[src/design/assert_macros.svh]
// assertion helpers for the aes cbc core
`ifndef ASSERT_MACROS_SVH
`define ASSERT_MACROS_SVH

// property must hold at every edge outside reset
`define ASSERT_ALWAYS(label, prop, msg) \
  label: assert property (@(posedge clk) disable iff (!rst_n) (prop)) else $error(msg);

// antecedent implies consequent in the next cycle
`define ASSERT_NEXT(label, ante, cons, msg) \
  label: assert property (@(posedge clk) disable iff (!rst_n) (ante) |=> (cons)) else $error(msg);

`endif

[src/design/acbc_pkg.sv]
// ----------------------------------------------------------------------------
// acbc_pkg
// shared types, constants and aes byte functions for the cbc byte stream core
// ----------------------------------------------------------------------------
`default_nettype none

package acbc_pkg;

  localparam int unsigned BlkBytes = 16;
  localparam int unsigned NRounds  = 10;

  typedef logic [3:0] cnt_t;
  typedef logic [127:0] blk_t;

  typedef enum logic [2:0] {
    REG_KEY_UPPER = 3'd0,
    REG_KEY_LOWER = 3'd1,
    REG_IV_UPPER  = 3'd2,
    REG_IV_LOWER  = 3'd3,
    REG_MODE      = 3'd4
  } reg_idx_t;

  typedef enum logic [2:0] {
    ST_GATHER,
    ST_START,
    ST_ROUND,
    ST_FINISH,
    ST_EMIT
  } state_t;

  // controller to datapath
  typedef struct packed {
    logic load;      // latch gathered block, key and mode; do initial key add
    logic round;     // run one round
    logic finish;    // finalize cbc xor and chain update
    logic shift_out; // advance output byte
  } cmd_t;

  // datapath to controller
  typedef struct packed {
    logic last_round;
    logic key_ready;  // round key for the selected mode is available
  } sts_t;

  function automatic logic [7:0] sbox(input logic [7:0] a);
    logic [7:0] t [256];
    t = '{
      8'h63,8'h7c,8'h77,8'h7b,8'hf2,8'h6b,8'h6f,8'hc5,8'h30,8'h01,8'h67,8'h2b,8'hfe,8'hd7,8'hab,8'h76,
      8'hca,8'h82,8'hc9,8'h7d,8'hfa,8'h59,8'h47,8'hf0,8'had,8'hd4,8'ha2,8'haf,8'h9c,8'ha4,8'h72,8'hc0,
      8'hb7,8'hfd,8'h93,8'h26,8'h36,8'h3f,8'hf7,8'hcc,8'h34,8'ha5,8'he5,8'hf1,8'h71,8'hd8,8'h31,8'h15,
      8'h04,8'hc7,8'h23,8'hc3,8'h18,8'h96,8'h05,8'h9a,8'h07,8'h12,8'h80,8'he2,8'heb,8'h27,8'hb2,8'h75,
      8'h09,8'h83,8'h2c,8'h1a,8'h1b,8'h6e,8'h5a,8'ha0,8'h52,8'h3b,8'hd6,8'hb3,8'h29,8'he3,8'h2f,8'h84,
      8'h53,8'hd1,8'h00,8'hed,8'h20,8'hfc,8'hb1,8'h5b,8'h6a,8'hcb,8'hbe,8'h39,8'h4a,8'h4c,8'h58,8'hcf,
      8'hd0,8'hef,8'haa,8'hfb,8'h43,8'h4d,8'h33,8'h85,8'h45,8'hf9,8'h02,8'h7f,8'h50,8'h3c,8'h9f,8'ha8,
      8'h51,8'ha3,8'h40,8'h8f,8'h92,8'h9d,8'h38,8'hf5,8'hbc,8'hb6,8'hda,8'h21,8'h10,8'hff,8'hf3,8'hd2,
      8'hcd,8'h0c,8'h13,8'hec,8'h5f,8'h97,8'h44,8'h17,8'hc4,8'ha7,8'h7e,8'h3d,8'h64,8'h5d,8'h19,8'h73,
      8'h60,8'h81,8'h4f,8'hdc,8'h22,8'h2a,8'h90,8'h88,8'h46,8'hee,8'hb8,8'h14,8'hde,8'h5e,8'h0b,8'hdb,
      8'he0,8'h32,8'h3a,8'h0a,8'h49,8'h06,8'h24,8'h5c,8'hc2,8'hd3,8'hac,8'h62,8'h91,8'h95,8'he4,8'h79,
      8'he7,8'hc8,8'h37,8'h6d,8'h8d,8'hd5,8'h4e,8'ha9,8'h6c,8'h56,8'hf4,8'hea,8'h65,8'h7a,8'hae,8'h08,
      8'hba,8'h78,8'h25,8'h2e,8'h1c,8'ha6,8'hb4,8'hc6,8'he8,8'hdd,8'h74,8'h1f,8'h4b,8'hbd,8'h8b,8'h8a,
      8'h70,8'h3e,8'hb5,8'h66,8'h48,8'h03,8'hf6,8'h0e,8'h61,8'h35,8'h57,8'hb9,8'h86,8'hc1,8'h1d,8'h9e,
      8'he1,8'hf8,8'h98,8'h11,8'h69,8'hd9,8'h8e,8'h94,8'h9b,8'h1e,8'h87,8'he9,8'hce,8'h55,8'h28,8'hdf,
      8'h8c,8'ha1,8'h89,8'h0d,8'hbf,8'he6,8'h42,8'h68,8'h41,8'h99,8'h2d,8'h0f,8'hb0,8'h54,8'hbb,8'h16
    };
    return t[a];
  endfunction

  // inverse sbox by table lookup
  function automatic logic [7:0] inv_sbox(input logic [7:0] a);
    logic [7:0] t [256];
    t = '{
      8'h52,8'h09,8'h6a,8'hd5,8'h30,8'h36,8'ha5,8'h38,8'hbf,8'h40,8'ha3,8'h9e,8'h81,8'hf3,8'hd7,8'hfb,
      8'h7c,8'he3,8'h39,8'h82,8'h9b,8'h2f,8'hff,8'h87,8'h34,8'h8e,8'h43,8'h44,8'hc4,8'hde,8'he9,8'hcb,
      8'h54,8'h7b,8'h94,8'h32,8'ha6,8'hc2,8'h23,8'h3d,8'hee,8'h4c,8'h95,8'h0b,8'h42,8'hfa,8'hc3,8'h4e,
      8'h08,8'h2e,8'ha1,8'h66,8'h28,8'hd9,8'h24,8'hb2,8'h76,8'h5b,8'ha2,8'h49,8'h6d,8'h8b,8'hd1,8'h25,
      8'h72,8'hf8,8'hf6,8'h64,8'h86,8'h68,8'h98,8'h16,8'hd4,8'ha4,8'h5c,8'hcc,8'h5d,8'h65,8'hb6,8'h92,
      8'h6c,8'h70,8'h48,8'h50,8'hfd,8'hed,8'hb9,8'hda,8'h5e,8'h15,8'h46,8'h57,8'ha7,8'h8d,8'h9d,8'h84,
      8'h90,8'hd8,8'hab,8'h00,8'h8c,8'hbc,8'hd3,8'h0a,8'hf7,8'he4,8'h58,8'h05,8'hb8,8'hb3,8'h45,8'h06,
      8'hd0,8'h2c,8'h1e,8'h8f,8'hca,8'h3f,8'h0f,8'h02,8'hc1,8'haf,8'hbd,8'h03,8'h01,8'h13,8'h8a,8'h6b,
      8'h3a,8'h91,8'h11,8'h41,8'h4f,8'h67,8'hdc,8'hea,8'h97,8'hf2,8'hcf,8'hce,8'hf0,8'hb4,8'he6,8'h73,
      8'h96,8'hac,8'h74,8'h22,8'he7,8'had,8'h35,8'h85,8'he2,8'hf9,8'h37,8'he8,8'h1c,8'h75,8'hdf,8'h6e,
      8'h47,8'hf1,8'h1a,8'h71,8'h1d,8'h29,8'hc5,8'h89,8'h6f,8'hb7,8'h62,8'h0e,8'haa,8'h18,8'hbe,8'h1b,
      8'hfc,8'h56,8'h3e,8'h4b,8'hc6,8'hd2,8'h79,8'h20,8'h9a,8'hdb,8'hc0,8'hfe,8'h78,8'hcd,8'h5a,8'hf4,
      8'h1f,8'hdd,8'ha8,8'h33,8'h88,8'h07,8'hc7,8'h31,8'hb1,8'h12,8'h10,8'h59,8'h27,8'h80,8'hec,8'h5f,
      8'h60,8'h51,8'h7f,8'ha9,8'h19,8'hb5,8'h4a,8'h0d,8'h2d,8'he5,8'h7a,8'h9f,8'h93,8'hc9,8'h9c,8'hef,
      8'ha0,8'he0,8'h3b,8'h4d,8'hae,8'h2a,8'hf5,8'hb0,8'hc8,8'heb,8'hbb,8'h3c,8'h83,8'h53,8'h99,8'h61,
      8'h17,8'h2b,8'h04,8'h7e,8'hba,8'h77,8'hd6,8'h26,8'he1,8'h69,8'h14,8'h63,8'h55,8'h21,8'h0c,8'h7d
    };
    return t[a];
  endfunction

  function automatic logic [7:0] xt(input logic [7:0] a);
    return {a[6:0], 1'b0} ^ (a[7] ? 8'h1b : 8'h00);
  endfunction

  // byte k of a block sits at bits 127-8k
  function automatic logic [7:0] bget(input blk_t b, input int unsigned k);
    return b[127 - 8 * k -: 8];
  endfunction

  function automatic blk_t enc_round(input blk_t s, input logic last);
    blk_t o;
    logic [7:0] a0, a1, a2, a3;
    o = '0;
    for (int c = 0; c < 4; c++) begin
      a0 = sbox(bget(s, 4 * ((c + 0) % 4) + 0));
      a1 = sbox(bget(s, 4 * ((c + 1) % 4) + 1));
      a2 = sbox(bget(s, 4 * ((c + 2) % 4) + 2));
      a3 = sbox(bget(s, 4 * ((c + 3) % 4) + 3));
      if (last) begin
        o[127 - 32 * c -: 32] = {a0, a1, a2, a3};
      end else begin
        o[127 - 32 * c -: 32] = {xt(a0) ^ xt(a1) ^ a1 ^ a2 ^ a3,
                                 a0 ^ xt(a1) ^ xt(a2) ^ a2 ^ a3,
                                 a0 ^ a1 ^ xt(a2) ^ xt(a3) ^ a3,
                                 xt(a0) ^ a0 ^ a1 ^ a2 ^ xt(a3)};
      end
    end
    return o;
  endfunction

  // inverse mix columns of one column
  function automatic logic [31:0] inv_mix(input logic [31:0] w);
    logic [7:0] a [4];
    logic [7:0] x2 [4];
    logic [7:0] x4 [4];
    logic [7:0] x8 [4];
    logic [7:0] m9 [4];
    logic [7:0] mb [4];
    logic [7:0] md [4];
    logic [7:0] me [4];
    for (int i = 0; i < 4; i++) begin
      a[i]  = w[31 - 8 * i -: 8];
      x2[i] = xt(a[i]);
      x4[i] = xt(x2[i]);
      x8[i] = xt(x4[i]);
      m9[i] = x8[i] ^ a[i];
      mb[i] = x8[i] ^ x2[i] ^ a[i];
      md[i] = x8[i] ^ x4[i] ^ a[i];
      me[i] = x8[i] ^ x4[i] ^ x2[i];
    end
    return {me[0] ^ mb[1] ^ md[2] ^ m9[3],
            m9[0] ^ me[1] ^ mb[2] ^ md[3],
            md[0] ^ m9[1] ^ me[2] ^ mb[3],
            mb[0] ^ md[1] ^ m9[2] ^ me[3]};
  endfunction

  // inverse shift rows and inverse sub bytes
  function automatic blk_t dec_sub(input blk_t s);
    blk_t o;
    o = '0;
    for (int c = 0; c < 4; c++) begin
      for (int r = 0; r < 4; r++) begin
        o[127 - 8 * (4 * c + r) -: 8] = inv_sbox(bget(s, 4 * ((c + 4 - r) % 4) + r));
      end
    end
    return o;
  endfunction

  function automatic blk_t inv_mix_blk(input blk_t s);
    blk_t o;
    o = '0;
    for (int c = 0; c < 4; c++) begin
      o[127 - 32 * c -: 32] = inv_mix(s[127 - 32 * c -: 32]);
    end
    return o;
  endfunction

  function automatic logic [31:0] sub_word(input logic [31:0] w);
    return {sbox(w[31:24]), sbox(w[23:16]), sbox(w[15:8]), sbox(w[7:0])};
  endfunction

  // next round key forward
  function automatic blk_t key_fwd(input blk_t k, input logic [7:0] rc);
    logic [31:0] w0, w1, w2, w3, t;
    t  = sub_word({k[23:0], k[31:24]}) ^ {rc, 24'h0};
    w0 = k[127:96] ^ t;
    w1 = k[95:64] ^ w0;
    w2 = k[63:32] ^ w1;
    w3 = k[31:0] ^ w2;
    return {w0, w1, w2, w3};
  endfunction

  // previous round key; rc is that of the step being undone
  function automatic blk_t key_bwd(input blk_t k, input logic [7:0] rc);
    logic [31:0] w0, w1, w2, w3;
    w3 = k[31:0] ^ k[63:32];
    w2 = k[63:32] ^ k[95:64];
    w1 = k[95:64] ^ k[127:96];
    w0 = k[127:96] ^ sub_word({w3[23:0], w3[31:24]}) ^ {rc, 24'h0};
    return {w0, w1, w2, w3};
  endfunction

  // inverse of xtime for rcon stepping
  function automatic logic [7:0] xt_inv(input logic [7:0] a);
    return a[0] ? ({1'b1, a[7:1]} ^ 8'h0d) : {1'b0, a[7:1]};
  endfunction

endpackage

`default_nettype wire

[src/design/acbc_ctrl.sv]
// ----------------------------------------------------------------------------
// acbc_ctrl
// sequencer for gather, ten aes rounds, cbc finish and byte emit
// ----------------------------------------------------------------------------
`default_nettype none

module acbc_ctrl (
  input  wire              clk,
  input  wire              rst_n,
  input  wire              blk_full,
  input  acbc_pkg::sts_t   sts,
  input  wire              out_take,
  input  wire              out_lastb,
  output logic             gather_en,
  output logic             out_vld,
  output acbc_pkg::cmd_t   cmd
);

  acbc_pkg::state_t state_r, state_nxt;

  always_ff @(posedge clk) begin
    if (!rst_n) begin
      state_r <= acbc_pkg::ST_GATHER;
    end else begin
      state_r <= state_nxt;
    end
  end

  always_comb begin
    state_nxt = state_r;
    cmd       = '0;
    gather_en = 1'b0;
    out_vld   = 1'b0;
    unique case (state_r)
      acbc_pkg::ST_GATHER: begin
        gather_en = 1'b1;
        if (blk_full) state_nxt = acbc_pkg::ST_START;
      end
      acbc_pkg::ST_START: begin
        // decrypt waits here until the last round key walk is done
        if (sts.key_ready) begin
          cmd.load  = 1'b1;
          state_nxt = acbc_pkg::ST_ROUND;
        end
      end
      acbc_pkg::ST_ROUND: begin
        cmd.round = 1'b1;
        if (sts.last_round) state_nxt = acbc_pkg::ST_FINISH;
      end
      acbc_pkg::ST_FINISH: begin
        cmd.finish = 1'b1;
        state_nxt  = acbc_pkg::ST_EMIT;
      end
      acbc_pkg::ST_EMIT: begin
        out_vld       = 1'b1;
        cmd.shift_out = out_take;
        if (out_take && out_lastb) state_nxt = acbc_pkg::ST_GATHER;
      end
      default: state_nxt = acbc_pkg::ST_GATHER;
    endcase
  end

endmodule

`default_nettype wire

[config.mk]
export PLATFORM = sky130hd
export DESIGN_NAME = acbc_ctrl
export DESIGN_NICKNAME = d
export VERILOG_FILES = /design/src/design/assert_macros.svh /design/src/design/acbc_pkg.sv /design/src/design/acbc_ctrl.sv
export SDC_FILE = /design/constraint.sdc
export NUM_CORES = 1
export LEC_CHECK = 0
export BUFFER_PORTS_ARGS = -buffer_cell sky130_fd_sc_hd__buf_2
export CELL_PAD_IN_SITES_DETAIL_PLACEMENT = 1
export CELL_PAD_IN_SITES_GLOBAL_PLACEMENT = 2
export CORE_AREA = 10 10 47 49
export DETAILED_ROUTE_END_ITERATION = 6
export DIE_AREA = 0 0 57 59
export GPL_TIMING_DRIVEN = 0
export MAX_ROUTING_LAYER = met4
export PLACE_DENSITY = 0.67
export RECOVER_POWER = 25
export SETUP_SLACK_MARGIN = 0.2
export SYNTH_ARGS = -nofsm -noshare
export SYNTH_HDL_FRONTEND = slang
export SYNTH_SLANG_ARGS = --single-unit
[constraint.sdc]
create_clock -name clk -period 1.7 [get_ports clk]
set_input_delay 0.255 -clock clk [delete_from_list [all_inputs] [get_ports clk]]
set_output_delay 0.255 -clock clk [all_outputs]
set_load 0.02 [all_outputs]
# Word-level counts from Yosys, hierarchy flattened
# Cells that the tools add are included.
[classes]
n_eq_ne = 8
mux = 12
n_reduce_logical = 3
[op_table]
columns = ["cell", "count"]
rows = [
  ["$pmux W3 S5", 1],
  ["$mux W3", 4],
  ["$ne A2 B2 Y1 const B", 4],
  ["$mux W1", 7],
  ["$eq A3 B2 Y1 const B", 2],
  ["$reduce_and A4 Y1", 1],
  ["$eq A3 B1 Y1 const B", 1],
  ["$eq A3 B3 Y1 const B", 1],
  ["$logic_not A3 Y1", 1],
  ["$logic_and A1 B1 Y1", 1],
]
[totals]
register_bits = 3
inputBits = 7
out_inout_bits = 6
word_cells = 24

# Depth between registers and ports, before layout
# Gate-level depths: netlist of the first run.
[logic_depth]
depth_word = 3
depth_mapped = 3
ltp_nobuf = 2

# Least setup slack after synthesis of the first run
# No wires, ideal clock.
[synth_path]
kind = "reg2out"
start = "reg state_r[1]"
end = "out cmd[0] in the netlist's numbering"
arrival_ps = 1108
required_ps = 1445
slack_ps = 337
path_stages_with_launch = 4
path_cell_list = "dfxtp_1 -> buf_4 -> nor3b_2 -> and2_1"
[synth_rtl]
columns = ["item", "line_no", "rtl"]
rows = [
  ["from (decl)", "acbc_ctrl.sv:19", "acbc_pkg::state_t state_r, state_nxt;"],
  ["from (signal assigned)", "acbc_ctrl.sv:23", "state_r <= acbc_pkg::ST_GATHER;"],
  ["from (signal assigned)", "acbc_ctrl.sv:25", "state_r <= state_nxt;"],
  ["to (decl)", "acbc_ctrl.sv:16", "output acbc_pkg::cmd_t cmd"],
]

==> results of run 1 <==
layout make-up:
class                   count  area [sq um]
fillers                   186          1061
multi-input cells          15         135.1
repair buffers             13         73.82
flip-flops and latches      3         62.56
clock buffers               4         26.28
well taps                  16         20.02
plain buffers               2         18.77
inverters                   1         3.754
worst paths after layout:
check	from	endpoint	depth (start not counted)
hold reg to reg	state_r[0]$_SDFFE_PN0P_	state_r[0]$_SDFFE_PN0P_	2
setup reg to reg	state_r[1]$_SDFFE_PN0P_	state_r[2]$_SDFFE_PN0P_	4
setup / recovery	state_r[0]$_SDFFE_PN0P_	cmd[3]	3
hold / removal	rst_n	state_r[2]$_SDFFE_PN0P_	2
worst reg2reg max path, stage by stage (launching register included):
cell and delay [ps]:
dfxtp_1 300, buf_6 130, nor3b_4 220, buf_4 140, a22o_1 100
power by group:
part           internal [mW]  switching (mW)  leakage (nW)
sequential            0.0764         0.00824        0.0253
clock                 0.0879          0.0359        0.0150
combinational         0.0289          0.0310         0.115
total                  0.193          0.0752         0.156
cell usage after synthesis, drive strengths merged:
cell | instances | area share
and3b | 1 | 0.043
nand2b | 2 | 0.061
mux2i | 1 | 0.049
a22o | 1 | 0.043
a21oi | 1 | 0.024
a211oi | 1 | 0.061
nand3b | 1 | 0.037
buf | 2 | 0.073
a21boi | 1 | 0.037
nor4b | 1 | 0.073
o21a | 1 | 0.037
nor3b | 2 | 0.098
nor3 | 1 | 0.024
inv | 1 | 0.018
dfxtp | 3 | 0.29
and2 | 1 | 0.031
what timing repair did:
item,4_1_cts,5_1_grt
cloned,0,0
pin swaps,0,2
endpoints found under the setup margin,1,1
hold buffers,0,0
resized for setup,1,6
buffers inserted,0,1
kinds of logic (layout without fill, tap and decap cells):
logic type,after synthesis,in the layout,synth area share
and+or+nand+nor,9,9,0.3658
AOI/OAI and AO/OA,5,5,0.2012
DFF,3,3,0.2927
buffers and inverters,3,20,0.09142
muxes,1,1,0.04878
routing by layer:
| layer | routed length (microns) | vias to the layer above |
|---|---|---|
| li1 | - | 108 |
| met1 | 233 | 108 |
| met2 | 317 | 8 |
| met3 | 63 | 0 |
| met4 | 0 | 0 |
| met5 | 0 | - |
==> impl_metrics.json, run 1 <==
{
  "status": "finished clean",
  "cp.buffers_inverters": 2,
  "cts_tree": "yes",
  "setup_viol": 0,
  "overflow": 0,
  "rsz0062_at_grt": "false",
  "dp.cells": 49,
  "clock_sinks": 3,
  "drive_gt1_frac": 0.6579,
  "synthCells": 21,
  "antenna_found_initial": 0,
  "start_util": 0.1464,
  "grt_use_met1": 0.03529,
  "maxSlewViolCount": 0,
  "clk_latency_ps": 230,
  "ant_nets": 0,
  "track_usage": 0.04028,
  "antenna_cells": 0,
  "fin_area_sq_um": 340.3,
  "drtIter0Drc": 5,
  "viasPerCell": 4.148,
  "layout_commonest_cell": "buf_2",
  "cellPowerDensity_nw_per_um2": 788.5,
  "worst_slew_pin_slew_ps": 185.7,
  "synth_cell_types": 17,
  "top_register": "state_r",
  "syn_area_per_cell_sq_um": 9.771,
  "nNetsFinal": 46,
  "grt_pass1_vias": 233,
  "clock-root-buffer": "clkbuf_4",
  "cp_max_fo": 8,
  "cts_max_level": 1,
  "fp.dieH_microns": 59,
  "ios": 13,
  "hold_viol_final": 0,
  "min_path_type": "input pin to flop",
  "crit_type": "flop to output port",
  "fin_util": 0.2429,
  "gr-usage-met2": 0.06357,
  "clkTransAtPathRegs_ps": 40,
  "p_total_uw": 268.3,
  "finalNonFillerCells": 54,
  "clk_path_buf_depth": 2,
  "whs_ps": 273.5,
  "slowest_stage": "dfxtp_2",
  "start_kind": "flop",
  "grt_pass1_wl_mm": 1.021,
  "routed_wirelength_microns": 615,
  "synth_nets": 28,
  "fin_crit_sh": 0.8328,
  "fp.dieArea_sq_um": 3363,
  "port_buffers": 12,
  "cap_violations": 0,
  "required_ps": 1440,
  "tns_ps": 0,
  "dp_hpwl_microns": 487.4,
  "area_delta_synth_final_pct": 65.85,
  "grt_busiest_layer": "met2",
  "vias": 224,
  "fin_crit_ps": 1416,
  "die_w_microns": 57,
  "largest_reg_flops": 3,
  "max_stage_delay_ps": 410,
  "endpoint_kind": "output port",
  "setup_ws_ps": 284.2,
  "wl_per_cell_microns": 11.39,
  "grt_max_degree": 10,
  "yosys_warnings": 0,
  "dr.pass1.iters": 2,
  "grt.met3_usage": 0.04292,
  "drc": 0,
  "arrival_ps": 1160,
  "top_regs": "state_r: 3 flops",
  "routabilityCongestion": 0.6610,
  "cts_buffers": 3,
  "dpl-instance-area_sq_um": 285.3,
  "ys_ff_latch": 3,
  "skew_ps": 0.7262,
  "dp_slack_ps": 438.8,
  "core.rowCount": 14,
  "syn_area_sq_um": 205.2,
  "ir_drop_mv": 0.3721,
  "reg2reg_slack_ps": 760,
  "path_cells": "inv_2 > nor4b_2 > buf_2",
  "final_cell_mix": "buf_2, clkbuf_4",
  "seq_area_frac_synth": 0.2927,
  "cp_top_family": "flip-flops",
  "coreArea_sq_um": 1401,
  "clock.fmax_mhz": 706.3,
  "p_leak_nw": 0.1555,
  "slew_headroom": 0.8726
}
No activity file was read; power rests on OpenSTA's default activity.
==> run 2, diff against run 1 <==
==> constraint.sdc (replaced) <==
create_clock -name clk -period 1.45 [get_ports clk]
set_input_delay 0.2175 -clock clk [delete_from_list [all_inputs] [get_ports clk]]
set_output_delay 0.2175 -clock clk [all_outputs]
set_load 0.02 [all_outputs]
==> run 2 against run 1 <==
  * Cell count is 7.4% higher
  * Setup slack lost 170 ps
  * Routed wire length increased by 15%
  * Critical path type unchanged
==> impl_metrics.json, run 2 (same netlist as run 1, synthesis figures left out) <==
{
  "status": "finished clean",
  "fp.dieArea_sq_um": 3363,
  "fin_crit_sh": 0.9225,
  "timing.rr.end": "state_r[2]$_SDFFE_PN0P_",
  "viasPerCell": 4.034,
  "p_total_uw": 327.9,
  "nNetsFinal": 50,
  "crit_path_frequent_cell": "buf_6",
  "clock.fmax_mhz": 747.6,
  "min_path_type": "input pin to flop",
  "antenna_found_initial": 0,
  "vias": 234,
  "cts_buffers": 3,
  "routed_wirelength_microns": 709,
  "arrival_ps": 1120,
  "routabilityCongestion": 0.5986,
  "whs_endpoint": "state_r[2]$_SDFFE_PN0P_",
  "layout_commonest_cell": "buf_4",
  "path_cells": "buf_6 > nor3b_4 > and2_4 > buf_6",
  "wl_per_cell_microns": 12.22,
  "hp-start": "rst_n",
  "drc": 0,
  "coreArea_sq_um": 1401,
  "cellPowerDensity_nw_per_um2": 842.6,
  "core.rowCount": 14,
  "overflow": 0,
  "cap_violations": 0,
  "ir_drop_mv": 0.2344,
  "setup_viol": 0,
  "clock_sinks": 3,
  "clk_path_buf_depth": 2,
  "cp.buffers_inverters": 2,
  "crit_type": "flop to output port",
  "ff2ff_path_depth": 5,
  "clock-root-buffer": "clkbuf_4",
  "cts_max_level": 1,
  "cp_max_fo": 9,
  "fin_crit_ps": 1338,
  "final_cell_mix": "buf_4, buf_2, clkbuf_4",
  "whs_ps": 245.0,
  "clkTransAtPathRegs_ps": 40,
  "grt_max_degree": 10,
  "skew_ps": 6.006,
  "slew_headroom": 0.8847,
  "clk_latency_ps": 230,
  "dr.pass1.iters": 1,
  "ios": 13,
  "track_usage": 0.04887,
  "required_ps": 1230,
  "slowest_stage": "dfxtp_1",
  "die_w_microns": 57,
  "rr_startpoint": "state_r[1]$_SDFFE_PN0P_",
  "start_util": 0.1464,
  "endpoint_kind": "output port",
  "drive_gt1_frac": 0.6905,
  "grt_pass1_wl_mm": 1.200,
  "antenna_cells": 0,
  "cp_top_family": "simple AND/OR/NAND/NOR gates",
  "reg2reg_slack_ps": 270,
  "tns_ps": 0,
  "fp.dieH_microns": 59,
  "rsz0062_at_grt": "true",
  "fin_area_sq_um": 389.1,
  "ant_nets": 0,
  "dpl-instance-area_sq_um": 291.5,
  "hold_viol_final": 0,
  "largest_reg_flops": 3,
  "top_regs": "state_r: 3 flops",
  "top_register": "state_r",
  "port_buffers": 12,
  "maxSlewViolCount": 0,
  "cts_tree": "yes",
  "cp-startpoint": "state_r[1]$_SDFFE_PN0P_",
  "dp_hpwl_microns": 543.2,
  "holdBufCountCts": 0,
  "worst_slew_pin_slew_ps": 168.2,
  "max_stage_delay_ps": 300,
  "p_leak_nw": 0.1788,
  "start_kind": "flop",
  "grt_pass1_vias": 271,
  "hold_depth": 2,
  "drtIter0Drc": 0,
  "fin_util": 0.2777,
  "area_delta_synth_final_pct": 89.63
}
-- run 2: cell types whose count changed in the layout (fill, tap and decap cells not counted) --
| cell | previous run | this run |
|---|---|---|
| buf_4 | 2 | 9 |
| buf_2 | 11 | 6 |
| buf_6 | 2 | 3 |
| clkbuf_4 | 3 | 4 |
| dfxtp_2 | 2 | 1 |
| dfxtp_4 | 0 | 1 |
-- run 2: how the worst max path moves through the flow --
| stage | end | slack [ps] | cells after the start |
|---|---|---|---|
| detailed placement | cmd[3] | 180 | 3 |
| CTS | cmd[3] | 40 | 3 |
| global route | cmd[0] | 50 | 4 |
| finish | cmd[0] | 110 | 4 |
| global placement | cmd[3] | 210 | 3 |
| floorplan | cmd[3] | 190 | 2 |
-- run 2: layer usage --
layer / track usage / vias up / wire length [microns]
met4: 0.04027 / 0 / 0
met2: 0.05426 / 13 / 262
met1: 0.05582 / 104 / 372
li1: - / 117 / -
met5: - / - / 0
met3: 0.03433 / 0 / 73
-- run 2: worst register-to-register path, cell delays in order (launching register included) --
cell     delay (ps)
dfxtp_1         300
buf_6           130
and3b_1         180
buf_4           130
buf_4           120
a22o_1          220
-- run 2: where the power goes --
group	leakage (nW)	internal [mW]	switching, mW
clock network	0.0150	0.103	0.0440
logic	0.138	0.0433	0.0385
registers	0.0257	0.0893	0.00966
-- run 2: through the flow --
step,std cells,worst slack (ps)
finish,58,112.3
global route,58,47.47
CTS,57,41.40
detailed placement,49,183.2
global placement,49,208.0
floorplan,21,192.8
-- run 2: timing repair --
item                                    4_1_cts  5_1_grt
cloned                                        0        0
gates resized for setup                       9        4
endpoints found under the setup margin        6        6
setup buffers                                 4        1
pin swaps                                     2        3
-- run 2: final cells by class --
cell class,count,area [sq um]
Clock buffer,4,26.28
Multi-Input combinational cell,15,135.1
Sequential cell,3,65.06
Tap cell,16,20.02
Inverter,1,3.754
Fill cell,172,1012
Timing Repair Buffer,17,120.1
Buffer,2,18.77
==> run 3, diff against run 2 <==
--- a/config.mk
+++ b/config.mk
@@ -13,7 +13,7 @@
 export DIE_AREA = 0 0 57 59
 export GPL_TIMING_DRIVEN = 0
 export MAX_ROUTING_LAYER = met4
-export PLACE_DENSITY = 0.67
+export PLACE_DENSITY = 0.69
 export RECOVER_POWER = 25
 export SETUP_SLACK_MARGIN = 0.2
 export SYNTH_ARGS = -nofsm -noshare
==> constraint.sdc (replaced) <==
create_clock -name clk -period 1.2 [get_ports clk]
set_input_delay 0.18 -clock clk [delete_from_list [all_inputs] [get_ports clk]]
set_output_delay 0.18 -clock clk [all_outputs]
set_load 0.02 [all_outputs]
==> run 3 against run 2 <==
  * The flow now finishes with violations (setup timing)
  * Critical path depth unchanged
  * Global-route usage up 0.63 points
  * Clock-buffer cell count unchanged
  * Clock power up 27%
  * Die area unchanged
  * First-iteration DRC count up 3
  * Cell count up 3.4%
  * Largest power group unchanged
==> impl_metrics.json, run 3 (same netlist as run 1, synthesis figures left out) <==
{
  "ant_nets": 0,
  "fp.dieH_microns": 59,
  "clock_sinks": 3,
  "rsz0062_at_grt": "true",
  "fin_crit_ps": 1304,
  "whs_endpoint": "state_r[2]$_SDFFE_PN0P_",
  "core.rowCount": 14,
  "grt_max_degree": 9,
  "clk_path_buf_depth": 2,
  "rr_startpoint": "state_r[1]$_SDFFE_PN0P_",
  "clk_latency_ps": 240,
  "hp-start": "rst_n",
  "cellPowerDensity_nw_per_um2": 980.3,
  "routabilityCongestion": 0.5651,
  "clock-root-buffer": "clkbuf_4",
  "cts_tree": "yes",
  "clkTransAtPathRegs_ps": 40,
  "hold_depth": 2,
  "setup_viol": 6,
  "finalNonFillerCells": 60,
  "dp_slack_ps": -2.707,
  "cp_max_fo": 6,
  "vias": 248,
  "cap_violations": 0,
  "port_buffers": 12,
  "top_regs": "state_r: 3 flops",
  "cts_max_level": 1,
  "timing.rr.end": "state_r[0]$_SDFFE_PN0P_",
  "top_register": "state_r",
  "fin_crit_sh": 1.087,
  "maxSlewViolCount": 0,
  "coreArea_sq_um": 1401,
  "seqCellArea_sq_um": 67.56,
  "worst_slew_pin_slew_ps": 170.7,
  "clock.fmax_mhz": 766.7,
  "reg2reg_slack_ps": 40,
  "layout_commonest_cell": "buf_4",
  "wl_per_cell_microns": 13.45,
  "min_path_type": "input pin to flop",
  "holdBufCountCts": 0,
  "ff2ff_path_depth": 6,
  "viasPerCell": 4.133,
  "track_usage": 0.05521,
  "tns_ps": -430.3,
  "largest_reg_flops": 3,
  "setup_ws_ps": -104.3,
  "routed_wirelength_microns": 807,
  "start_util": 0.1464,
  "nNetsFinal": 52,
  "grt_pass1_vias": 294,
  "start_kind": "flop",
  "endpoint_kind": "output port",
  "multi_input_area_sq_um": 152.6,
  "dr.pass1.iters": 2,
  "p_leak_nw": 0.2021,
  "drc": 0,
  "antenna_found_initial": 0,
  "area_delta_synth_final_pct": 113.4,
  "fill_cells": 180,
  "dp.cells": 49,
  "fp.dieArea_sq_um": 3363,
  "ios": 13,
  "crit_type": "flop to output port",
  "required_ps": 1020,
  "arrival_ps": 1120,
  "cts_buffers": 3,
  "slew_headroom": 0.8839,
  "violations": "setup timing",
  "drtIter0Drc": 3,
  "ir_drop_mv": 0.4605,
  "die_w_microns": 57,
  "antenna_cells": 0,
  "grt_pass1_wl_mm": 1.290,
  "drive_gt1_frac": 0.7500,
  "overflow": 0,
  "whs_ps": 210.3,
  "status": "finished with violations",
  "skew_ps": 8.670,
  "final_cell_mix": "buf_4, buf_6, buf_2",
  "hold_viol_final": 0
}
==> run 3: changes by cell type in the layout (fill, tap and decap cells not counted) <==
cell,previous run,this run
nor3b_1,1,0
nor4b_2,1,0
mux2i_2,0,1
buf_6,3,6
dfxtp_4,1,2
inv_2,1,0
mux2i_1,1,0
dfxtp_2,1,0
nor3b_2,0,1
clkbuf_4,4,3
nor4b_4,0,1
inv_4,0,1
==> run 3: metal layers <==
layer | GRT usage | wire [microns] | vias to the layer above | part of all wire
li1 | - | - | 121 | -
met1 | 0.06213 | 379 | 111 | 0.47
met3 | 0.05365 | 100 | 0 | 0.12
met2 | 0.06822 | 328 | 16 | 0.41
met5 | - | 0 | - | 0
met4 | 0.01007 | 0 | 0 | 0
==> run 3: worst max-delay path by stage <==
stage	to	startpoint	cells after the start	slack, ps
after floorplan	cmd[0]	state_r[2]$_SDFFE_PN0P_	2	30
after global placement	cmd[0]	state_r[2]$_SDFFE_PN0P_	3	3
after detailed placement	cmd[0]	state_r[2]$_SDFFE_PN0P_	3	-3
after CTS	cmd[0]	state_r[1]$_SDFFE_PN0P_	4	-140
after global routing	cmd[0]	state_r[1]$_SDFFE_PN0P_	4	-170
final	cmd[0]	state_r[1]$_SDFFE_PN0P_	4	-100
==> run 3: report_power, final <==
part | switching [mW] | internal (mW)
Combinational | 0.0554 | 0.0693
Sequential | 0.0129 | 0.106
Clock | 0.0606 | 0.125
==> run 3: layout make-up <==
| cell class | count | share of cell area |
|---|---|---|
| inverters | 1 | 0.01429 |
| repair buffers | 19 | 0.3343 |
| flip-flops and latches | 3 | 0.1543 |
| multi-input cells | 15 | 0.3486 |
| well taps | 16 | 0.04571 |
| plain buffers | 2 | 0.04286 |
| clock buffers | 4 | 0.06000 |
==> run 3: metrics by stage <==
| stage | utilization | power (mW) | cell area, sq um |
|---|---|---|---|
| global route | 0.3125 | 0.4661 | 437.9 |
| global placement | 0.2196 | 0.2110 | 307.8 |
| floorplan | - | 0.1801 | 227.7 |
| finish | 0.3125 | 0.4293 | 437.9 |
| CTS | 0.2946 | 0.4208 | 412.9 |
| detailed placement | 0.2196 | 0.2111 | 307.8 |
==> run 3: worst max-delay path, stage by stage, from the launching register on <==
cell	delay, ps
dfxtp_1	300
buf_6	130
nor3b_4	190
and2_4	170
buf_6	110
==> run 3: repair_timing <==
item	4_1_cts	5_1_grt
setup endpoints to repair	7	8
gates resized for setup	14	3
pin swaps	5	6
buffers inserted	5	2
endpoints found under the hold margin	0	0
